### config.mk
export PLATFORM = sky130hd
export DESIGN_NAME = sliding_window_average
export DESIGN_NICKNAME = d
export VERILOG_FILES = /design/src/swa_pkg.sv /design/src/swa_div.sv /design/src/swa_datapath.sv /design/src/swa_ctrl.sv /design/src/sliding_window_average.sv
export SDC_FILE = /design/constraint.sdc
export NUM_CORES = 1
export LEC_CHECK = 0
export BUFFER_PORTS_ARGS = -buffer_cell sky130_fd_sc_hd__buf_2
export CORE_MARGIN = 2
export CORE_UTILIZATION = 40
export CTS_CLUSTER_SIZE = 30
export DETAILED_ROUTE_END_ITERATION = 8
export HOLD_SLACK_MARGIN = 0.06
export PLACE_DENSITY_LB_ADDON = 0.25
export SYNTH_ARGS = -nofsm -noshare
export SYNTH_HDL_FRONTEND = slang
export SYNTH_HIERARCHICAL = 1
export SYNTH_SLANG_ARGS = --single-unit
### constraint.sdc
create_clock -name clk -period 4.4 [get_ports clk]
set_clock_uncertainty 0.2 [all_clocks]
set_input_delay 0 -clock clk [delete_from_list [all_inputs] [get_ports clk]]
set_output_delay 0 -clock clk [all_outputs]
set_load 0.02 [all_outputs]
### src/swa_pkg.sv
// Shared constants and controller/datapath interface types for the sliding window average.
package swa_pkg;

    localparam int DEF_WINDOW      = 16;
    localparam int DEF_SAMPLE_BITS = 16;

    localparam int SAMPLE_PORT_BITS = 16;
    localparam int AVG_BITS         = 24;
    localparam int OLDEST_BITS      = 16;
    localparam int COUNT_BITS       = 5;
    localparam int FRAC_BITS        = 8;

    typedef struct packed {
        logic capture;    // latch the incoming sample
        logic rd_head;    // registered read of the slot at head
        logic update;     // write store, adjust sum, head and fill
        logic div_start;  // launch sum*256 / count
        logic load_out;   // move results into the output register
    } cmd_t;

    typedef struct packed {
        logic full;
        logic div_done;
        logic out_free;
    } status_t;

endpackage

### src/swa_div.sv
// Iterative restoring divider: one quotient bit per cycle, signed dividend magnitude.
module swa_div #(
    parameter int QW = 29,
    parameter int CW = 5
) (
    input  logic          clk,
    input  logic          rst_n,
    input  logic          start,
    input  logic [QW-1:0] dividend,
    input  logic [CW-1:0] divisor,
    output logic          done,
    output logic [QW-1:0] quotient
);

    localparam int NW = $clog2(QW + 1);

    logic [QW-1:0] dvd_reg;
    logic [QW-1:0] dvd_next;
    logic [CW:0]   rem_reg;
    logic [CW:0]   rem_next;
    logic [CW-1:0] dvs_reg;
    logic [NW-1:0] cnt_reg;
    logic [NW-1:0] cnt_next;
    logic          busy_reg;
    logic          busy_next;
    logic [CW:0]   rem_shift;

    assign rem_shift = {rem_reg[CW-1:0], dvd_reg[QW-1]};
    assign done      = busy_reg && (cnt_reg == NW'(1));
    assign quotient  = dvd_reg;

    always_comb
    begin
        dvd_next  = dvd_reg;
        rem_next  = rem_reg;
        cnt_next  = cnt_reg;
        busy_next = busy_reg;
        if (start)
        begin
            dvd_next  = dividend;
            rem_next  = '0;
            cnt_next  = NW'(QW);
            busy_next = 1'b1;
        end
        else if (busy_reg)
        begin
            if (rem_shift >= {1'b0, dvs_reg})
            begin
                rem_next = rem_shift - {1'b0, dvs_reg};
                dvd_next = {dvd_reg[QW-2:0], 1'b1};
            end
            else
            begin
                rem_next = rem_shift;
                dvd_next = {dvd_reg[QW-2:0], 1'b0};
            end
            cnt_next = cnt_reg - NW'(1);
            if (cnt_reg == NW'(1))
                busy_next = 1'b0;
        end
    end

    always_ff @(posedge clk or negedge rst_n)
    begin
        if (!rst_n)
        begin
            busy_reg <= 1'b0;
            cnt_reg  <= '0;
        end
        else
        begin
            busy_reg <= busy_next;
            cnt_reg  <= cnt_next;
        end
    end

    always_ff @(posedge clk)
    begin
        dvd_reg <= dvd_next;
        rem_reg <= rem_next;
        if (start)
            dvs_reg <= divisor;
    end

endmodule

### src/swa_datapath.sv
// Datapath: ring store, running sum, head and fill tracking, divider and output register.
module swa_datapath #(
    parameter int WINDOW      = swa_pkg::DEF_WINDOW,
    parameter int SAMPLE_BITS = swa_pkg::DEF_SAMPLE_BITS
) (
    input  logic                                  clk,
    input  logic                                  rst_n,
    input  swa_pkg::cmd_t                         cmd,
    output swa_pkg::status_t                      status,
    input  logic signed [swa_pkg::SAMPLE_PORT_BITS-1:0] sample,
    output logic                                  result_valid,
    input  logic                                  result_ready,
    output logic signed [swa_pkg::AVG_BITS-1:0]    average_q8,
    output logic signed [swa_pkg::OLDEST_BITS-1:0] oldest,
    output logic [swa_pkg::COUNT_BITS-1:0]        count
);

    localparam int AW   = (WINDOW > 1) ? $clog2(WINDOW) : 1;
    localparam int CW   = $clog2(WINDOW + 1);
    localparam int SUMW = SAMPLE_BITS + CW;
    localparam int QW   = SUMW + swa_pkg::FRAC_BITS;

    logic [SAMPLE_BITS-1:0] mem [WINDOW];

    logic [SAMPLE_BITS-1:0] s_in;
    logic [SAMPLE_BITS-1:0] s_reg;
    logic [SAMPLE_BITS-1:0] rd_reg;
    logic [AW-1:0]          head_reg;
    logic [AW-1:0]          head_next;
    logic [CW-1:0]          fill_reg;
    logic [CW-1:0]          fill_next;
    logic signed [SUMW-1:0] sum_reg;
    logic signed [SUMW-1:0] sum_next;
    logic [AW:0]            slot_raw;
    logic [AW-1:0]          waddr;
    logic                   full;
    logic                   neg;
    logic [SUMW-1:0]        mag;
    logic [QW-1:0]          quot;
    logic                   div_done;
    logic [QW-1:0]          avg_full;

    logic                                  result_valid_reg;
    logic signed [swa_pkg::AVG_BITS-1:0]    average_reg;
    logic signed [swa_pkg::OLDEST_BITS-1:0] oldest_reg;
    logic [swa_pkg::COUNT_BITS-1:0]        count_reg;

    // Sign comes from bit SAMPLE_BITS-1 of the port; wider samples see the port as unsigned.
    generate
        if (SAMPLE_BITS <= swa_pkg::SAMPLE_PORT_BITS)
        begin : g_narrow
            assign s_in = sample[SAMPLE_BITS-1:0];
        end
        else
        begin : g_wide
            assign s_in = SAMPLE_BITS'($unsigned(sample));
        end
    endgenerate

    assign full     = (fill_reg == CW'(WINDOW));
    assign slot_raw = (AW+1)'(head_reg) + (AW+1)'(fill_reg);
    assign waddr    = (slot_raw >= (AW+1)'(WINDOW)) ? AW'(slot_raw - (AW+1)'(WINDOW))
                                                    : AW'(slot_raw);

    always_comb
    begin
        head_next = head_reg;
        fill_next = fill_reg;
        sum_next  = sum_reg + SUMW'($signed(s_reg));
        if (full)
        begin
            sum_next  = sum_reg - SUMW'($signed(rd_reg)) + SUMW'($signed(s_reg));
            head_next = (head_reg == AW'(WINDOW - 1)) ? '0 : head_reg + AW'(1);
        end
        else
            fill_next = fill_reg + CW'(1);
    end

    // store: one write port at the insert slot, one registered read port at head
    always_ff @(posedge clk)
    begin
        if (cmd.update)
            mem[full ? head_reg : waddr] <= s_reg;
        if (cmd.rd_head)
            rd_reg <= mem[head_reg];
        if (cmd.capture)
            s_reg <= s_in;
    end

    always_ff @(posedge clk or negedge rst_n)
    begin
        if (!rst_n)
        begin
            head_reg <= '0;
            fill_reg <= '0;
            sum_reg  <= '0;
        end
        else if (cmd.update)
        begin
            head_reg <= head_next;
            fill_reg <= fill_next;
            sum_reg  <= sum_next;
        end
    end

    assign neg = sum_reg[SUMW-1];
    assign mag = neg ? SUMW'(-sum_reg) : SUMW'(sum_reg);

    swa_div #(
        .QW (QW),
        .CW (CW)
    ) u_div (
        .clk      (clk),
        .rst_n    (rst_n),
        .start    (cmd.div_start),
        .dividend ({mag, {swa_pkg::FRAC_BITS{1'b0}}}),
        .divisor  (fill_reg),
        .done     (div_done),
        .quotient (quot)
    );

    // sum is stable from div_start until the result is loaded
    assign avg_full = neg ? QW'(-quot) : quot;

    always_ff @(posedge clk or negedge rst_n)
    begin
        if (!rst_n)
            result_valid_reg <= 1'b0;
        else if (cmd.load_out)
            result_valid_reg <= 1'b1;
        else if (result_ready)
            result_valid_reg <= 1'b0;
    end

    always_ff @(posedge clk)
    begin
        if (cmd.load_out)
        begin
            average_reg <= swa_pkg::AVG_BITS'($signed(avg_full));
            oldest_reg  <= swa_pkg::OLDEST_BITS'($signed(rd_reg));
            count_reg   <= swa_pkg::COUNT_BITS'(fill_reg);
        end
    end

    assign status.full     = full;
    assign status.div_done = div_done;
    assign status.out_free = !result_valid_reg || result_ready;

    assign result_valid = result_valid_reg;
    assign average_q8   = average_reg;
    assign oldest       = oldest_reg;
    assign count        = count_reg;

`ifndef SYNTH
    a_fill_bound: assert property (@(posedge clk) disable iff (!rst_n)
        fill_reg <= CW'(WINDOW))
        else $error("fill count exceeds window");

    a_head_only_when_full: assert property (@(posedge clk) disable iff (!rst_n)
        (head_reg != '0) |-> full)
        else $error("head moved before window filled");

    a_div_nonzero: assert property (@(posedge clk) disable iff (!rst_n)
        cmd.div_start |-> (fill_reg != '0))
        else $error("divide started with empty window");

    a_load_holds_sum: assert property (@(posedge clk) disable iff (!rst_n)
        div_done |=> $stable(sum_reg))
        else $error("sum changed while result pending");
`endif

endmodule

### src/swa_ctrl.sv
// Controller: sequences capture, eviction read when full, store update, oldest read, divide and output load.
module swa_ctrl (
    input  logic             clk,
    input  logic             rst_n,
    input  logic             sample_valid,
    output logic             sample_ready,
    input  swa_pkg::status_t status,
    output swa_pkg::cmd_t    cmd
);

    typedef enum logic [5:0] {
        S_IDLE   = 6'b000001,
        S_READ   = 6'b000010,
        S_UPDATE = 6'b000100,
        S_OLDEST = 6'b001000,
        S_DIV    = 6'b010000,
        S_OUT    = 6'b100000
    } state_t;

    state_t state_reg;
    state_t state_next;

    always_comb
    begin
        state_next = state_reg;
        cmd        = '0;
        unique case (state_reg)
            S_IDLE:
            begin
                cmd.capture = sample_valid;
                if (sample_valid)
                    state_next = status.full ? S_READ : S_UPDATE;
            end
            S_READ:
            begin
                cmd.rd_head = 1'b1;
                state_next  = S_UPDATE;
            end
            S_UPDATE:
            begin
                cmd.update = 1'b1;
                state_next = S_OLDEST;
            end
            S_OLDEST:
            begin
                cmd.rd_head   = 1'b1;
                cmd.div_start = 1'b1;
                state_next    = S_DIV;
            end
            S_DIV:
            begin
                if (status.div_done)
                    state_next = S_OUT;
            end
            S_OUT:
            begin
                if (status.out_free)
                begin
                    cmd.load_out = 1'b1;
                    state_next   = S_IDLE;
                end
            end
            default:
            begin
                state_next = S_IDLE;
            end
        endcase
    end

    assign sample_ready = (state_reg == S_IDLE);

    always_ff @(posedge clk or negedge rst_n)
    begin
        if (!rst_n)
            state_reg <= S_IDLE;
        else
            state_reg <= state_next;
    end

`ifndef SYNTH
    a_read_before_update: assert property (@(posedge clk) disable iff (!rst_n)
        (state_reg == S_READ) |=> (state_reg == S_UPDATE))
        else $error("eviction read not followed by update");

    a_start_after_update: assert property (@(posedge clk) disable iff (!rst_n)
        cmd.div_start |-> $past(cmd.update))
        else $error("divide started without fresh sum");

    a_accept_only_idle: assert property (@(posedge clk) disable iff (!rst_n)
        cmd.capture |=> (state_reg == S_READ || state_reg == S_UPDATE))
        else $error("capture without entering update path");
`endif

endmodule

### src/sliding_window_average.sv
// Top level of the sliding window average: controller plus datapath.
// Usage:
//   Input channel sample/sample_valid/sample_ready carries one signed sample per beat.
//   Output channel result_valid/result_ready carries average_q8 (sum*256/count,
//   truncated toward zero), the oldest sample still held, and the count.
//   Every input beat produces exactly one output beat.
// Timing:
//   One sample at a time. An input beat is captured, then the store is read at
//   head for eviction when the window is already full, then the store is updated,
//   the oldest sample read and the divide started, then the result is loaded.
//   QW = SAMPLE_BITS + clog2(WINDOW+1) + 8 is the number of steps of the
//   restoring divider, 29 at the defaults; no new sample is accepted until the result of the last one has been loaded.
//   sample_ready returns high the cycle after the result is loaded.
// Reset:
//   rst_n clears sum, head, fill count and the output valid; store contents
//   are not cleared since only written slots are ever read.
// Stall:
//   A result waits in the output register while result_ready is low; the
//   next sample may be accepted and is processed, then holds before loading.
module sliding_window_average #(
    parameter int WINDOW      = swa_pkg::DEF_WINDOW,
    parameter int SAMPLE_BITS = swa_pkg::DEF_SAMPLE_BITS
) (
    input  logic                                        clk,
    input  logic                                        rst_n,
    input  logic                                        sample_valid,
    output logic                                        sample_ready,
    input  logic signed [swa_pkg::SAMPLE_PORT_BITS-1:0] sample,
    output logic                                        result_valid,
    input  logic                                        result_ready,
    output logic signed [swa_pkg::AVG_BITS-1:0]         average_q8,
    output logic signed [swa_pkg::OLDEST_BITS-1:0]      oldest,
    output logic [swa_pkg::COUNT_BITS-1:0]              count
);

    swa_pkg::cmd_t    cmd;
    swa_pkg::status_t status;

    swa_ctrl u_ctrl (
        .clk          (clk),
        .rst_n        (rst_n),
        .sample_valid (sample_valid),
        .sample_ready (sample_ready),
        .status       (status),
        .cmd          (cmd)
    );

    swa_datapath #(
        .WINDOW      (WINDOW),
        .SAMPLE_BITS (SAMPLE_BITS)
    ) u_dp (
        .clk          (clk),
        .rst_n        (rst_n),
        .cmd          (cmd),
        .status       (status),
        .sample       (sample),
        .result_valid (result_valid),
        .result_ready (result_ready),
        .average_q8   (average_q8),
        .oldest       (oldest),
        .count        (count)
    );

endmodule
==> summary.txt <==
WORST SETUP PATH
-------------------------------------------------------------------------------------------------
Critical path fanouts, max .........................................................           18
First element of the critical path ................................................. u_dp/s_reg[0]
CP Cell Sequence ................................................................... ha_1 -> fa_1 -> a21o_1 -> a311oi_2 -> nor4_4 -> a2111oi_4 -> o41ai_2 -> xnor2_1 -> o211ai_2 -> xnor2_1
Critical Path End Type .............................................................    flip-flop
R2R Path End ....................................................................... u_dp/sum_reg[20]
Classification of the worst setup path ............................................. flip-flop to flip-flop
R2r setup slk ......................................................................      0.80 ns
Worst Reg2Reg Path Length in Cells .................................................           10
Arrival time of the worst setup path ...............................................      3.87 ns
Crit path to ....................................................................... u_dp/sum_reg[20]
CP max stage delay .................................................................      0.64 ns
Req. time, crit path ...............................................................      4.67 ns
Cell with the largest stage delay on the worst path ................................     edfxtp_1
Critical Path Start Type ...........................................................    flip-flop
CP dominant cell by count ..........................................................      xnor2_1
Beginning of the worst register-to-register path ................................... u_dp/s_reg[0]

FINAL LAYOUT
-------------------------------------------------------------------------------------------------
Filler cell count in the final layout ..............................................         4142
Fin util ...........................................................................       0.4699
Total area of multi-input combinational cells ......................................     6649 µm²
Flip-flop count of the largest register after layout ...............................          256
Final Non-Filler Cells .............................................................         2076
Final net count ....................................................................         1529
Share of final-layout standard cells stronger than drive strength 1 ................       0.2060
Antenna Diode Count ................................................................            0
Total area of sequential cells .....................................................    12200 µm²
Area Overhead vs Synth .............................................................       15.82%
Most flop-heavy register ...........................................................     u_dp/mem

TIMING
-------------------------------------------------------------------------------------------------
Setup TNS after final layout .......................................................         0 ns
Final period util ..................................................................       0.8189
Setup-failing EPs final ............................................................            0
Pins over their slew limit .........................................................            0
Transition time at the pin with the least slew margin ..............................     1.141 ns
Setup repair after global routing missed its margin ................................           no
Final hold violations ..............................................................            0
Minimum clock period after layout ..................................................     3.603 ns
Highest achievable clock rate ......................................................    277.5 MHz
Slew margin rel. ...................................................................       0.2394
Worst hold margin ..................................................................    0.1795 ns

SYNTH
-------------------------------------------------------------------------------------------------
Synthesis warning total ............................................................            6
Proportion of netlist area held by the largest area contributor ....................       0.5677
Avg Synthesized Cell Area ..........................................................    15.26 µm²
Sequential area share after synthesis ..............................................       0.6283
Synth Flop Type ....................................................................     edfxtp_1
Post-synth ARST share ..............................................................       0.1036
Leading area contributor after synthesis ...........................................     edfxtp_1
Post-Syn Area ......................................................................    19410 µm²
Gate count after technology mapping ................................................         1272
Yosys reg bits .....................................................................          415
Number of distinct library cell variants in the gate-level netlist after synthesis .           77
Count of flip-flops with a built-in enable after synthesis .........................          367
Synth top area cells ............................................................... edfxtp_1 57%, mux4_2 9.3%, dfrtp_1 5.4%

FLOORPLAN
-------------------------------------------------------------------------------------------------
Die Span X .........................................................................     224.3 µm
Area enclosed by the die boundary ..................................................    50310 µm²
Number of top-level design ports ...................................................           67
Number of cell rows ................................................................           80
Initial Utilization ................................................................       0.4058
Area inside the core boundary ......................................................    47850 µm²
Height of the die ..................................................................     224.3 µm

ROUTING
-------------------------------------------------------------------------------------------------
Total number of vias ...............................................................        11084
Total Routed Length ................................................................     42.99 mm
Number of nets with antenna violations after routing ...............................            0
Drt via density ....................................................................        5.339
Routed wire per std cell ...........................................................     20.71 µm
Iteration count of the initial detailed-routing pass ...............................            5
DRC violations left ................................................................            0
Initial detailed-routing violation count ...........................................          995

PWR
-------------------------------------------------------------------------------------------------
Clock share of power ...............................................................        0.262
Switch share .......................................................................       0.3426
Logic gate share of total power ....................................................        0.337
Total Power Consumption ............................................................     13.69 mW
Leakage power of the design ........................................................     8.087 nW
Peak ir drop on the vdd network ....................................................  0.0003082 V
Pint ...............................................................................     8.998 mW
Sequential fraction of design power ................................................        0.400
Switching power of the nets ........................................................     4.689 mW
Power per cell area ................................................................ 608.7 nW/µm²

CLOCKING
-------------------------------------------------------------------------------------------------
Htree depth ........................................................................            2
CTS sink count .....................................................................          415
Clock slew at reported path FFs ....................................................      0.06 ns
Root Driver ........................................................................    clkbuf_16
Number of buffers inserted to repair setup after CTS ...............................            0
Number of buffers inserted during clock tree synthesis .............................           44
Clk Latency, worst-skew pair .......................................................      0.60 ns
CTS tree ...........................................................................        built
Clock Tree Buf Depth ...............................................................            3

GLOBAL ROUTING
-------------------------------------------------------------------------------------------------
Via count of the first global-routing pass .........................................        11177
Initial antenna violation count ....................................................            1
Total congestion overflow ..........................................................            0
Pin count of the biggest net entering global routing ...............................           70
Wire length of the first global-routing pass .......................................     66.51 mm
Global-route usage over all layers .................................................       0.1749

PLACEMENT
-------------------------------------------------------------------------------------------------
Number of placed instances, taps included ..........................................         1960
Final GP Congestion ................................................................       0.8448
Count of input and output buffers ..................................................           66
Post-detail-place hpwl .............................................................     27.56 mm

OUTCOME
-------------------------------------------------------------------------------------------------
Run status ......................................................................... finished clean

WORST HOLD PATH
-------------------------------------------------------------------------------------------------
Hold_sp ............................................................................ sample_valid
Kind of path behind the tightest hold check ........................................ input port to flip-flop

FLOW RUN
-------------------------------------------------------------------------------------------------
Reported max-cap violation count ...................................................            0

area by class of cell:
cell class	count	share of cell area
Clock buffer	56	0.05097
Clock inverter	22	0.01074
Inverter	107	0.01786
Multi-Input combinational cell	712	0.2957
Sequential cell	415	0.5427
Tap cell	615	0.03422
Timing Repair Buffer	149	0.04775
Yosys cell counts, drive strengths merged, types with 23 or more instances:
cell type and number:
edfxtp 367, inv 106, mux4 80, nand2 80, xnor2 59, ha 57, o21ai 52, nor2 49
a21oi 47, dfrtp 42, clkbuf 31, mux2 30, xor2 29, a21o 24, fa 23
worst max-delay path, delay by kind of cell, from the launching register on:
family	cells	cell delay, ns
DFF	1	0.64
xor gates and xnor gates	2	0.39
and+or+nand+nor	1	0.13
adders and majority gates	2	0.75
AOI/OAI and AO/OA	5	1.35
cells by family (layout without fill, tap and decap cells):
logic type | Yosys count | in the layout | synth area share
and+or+nand+nor | 209 | 209 | 0.05246
AOI/OAI and AO/OA | 217 | 217 | 0.07753
xor gates and xnor gates | 88 | 88 | 0.03970
other | 1 | 8 | 0.0001932
adders and majority gates | 80 | 80 | 0.06045
muxes | 110 | 110 | 0.1102
buffers and inverters | 152 | 334 | 0.03113
DFF | 415 | 415 | 0.6283
layer usage:
metal,vias to the layer above,GRT usage,routed length [µm]
met5,-,0,0
met4,0,0.03909,689
met3,58,0.02926,1945
met2,277,0.2977,21220
met1,5600,0.2367,19140
li1,5149,-,-
per-stage QoR:
step | setup WS [ns] | area (µm²)
after detailed placement | 0.7622 | 20720
final | 0.7967 | 22480
after global routing | 0.5573 | 22480
after CTS | 0.7790 | 22480
after global placement | 0.8665 | 20720
after floorplan | 0.8369 | 19440
worst min path at each step:
stage	endpoint	slack [ns]	depth (start not counted)
after floorplan	u_ctrl/state_reg[1]	-0.50	0
after global placement	u_dp/result_valid	-0.05	2
after detailed placement	u_dp/u_div/cnt_reg[4]	-0.06	2
after CTS	u_ctrl/state_reg[0]	0.15	5
after global routing	u_ctrl/state_reg[0]	0.19	5
final	u_ctrl/state_reg[0]	0.18	5
placed cells by master, fill, tap and decap left out, types with 8 or more instances in the layout:
cell	synthesis	routed
dfrtp_1	42	40
clkbuf_16	0	44
o21ai_0	49	49
a21o_1	22	22
o211ai_1	13	13
o41ai_1	8	8
nand2b_1	8	8
nand3_1	9	9
ha_1	57	57
edfxtp_1	367	367
nand2_1	80	80
inv_1	106	106
xnor2_1	59	59
clkbuf_1	31	12
a211oi_1	8	8
a31oi_1	8	8
fa_1	23	23
clkinv_1	1	9
conb_1	1	8
a21oi_1	47	47
o31ai_1	14	14
mux4_2	80	80
nor2_1	49	49
buf_2	6	66
nand4_1	9	9
dlygate4sd3_1	0	38
buf_4	3	43
mux2_2	30	30
and3_1	9	9
xor2_1	29	29
power groups by stage:
stage                     Combinational (mW)  Sequential, mW  Clock (mW)
after floorplan                         3.56            5.44           0
after global placement                  4.50            5.54           0
after detailed placement                4.56            5.56           0
after CTS                               4.62            5.48        3.68
after global routing                    5.19            5.55        3.83
final                                   4.62            5.48        3.59
repair_timing:
action	in CTS	in global routing
hold endpoints to repair	64	0
resized for setup	0	0
hold buffers	38	0
(Power assumes the default switching activity.)
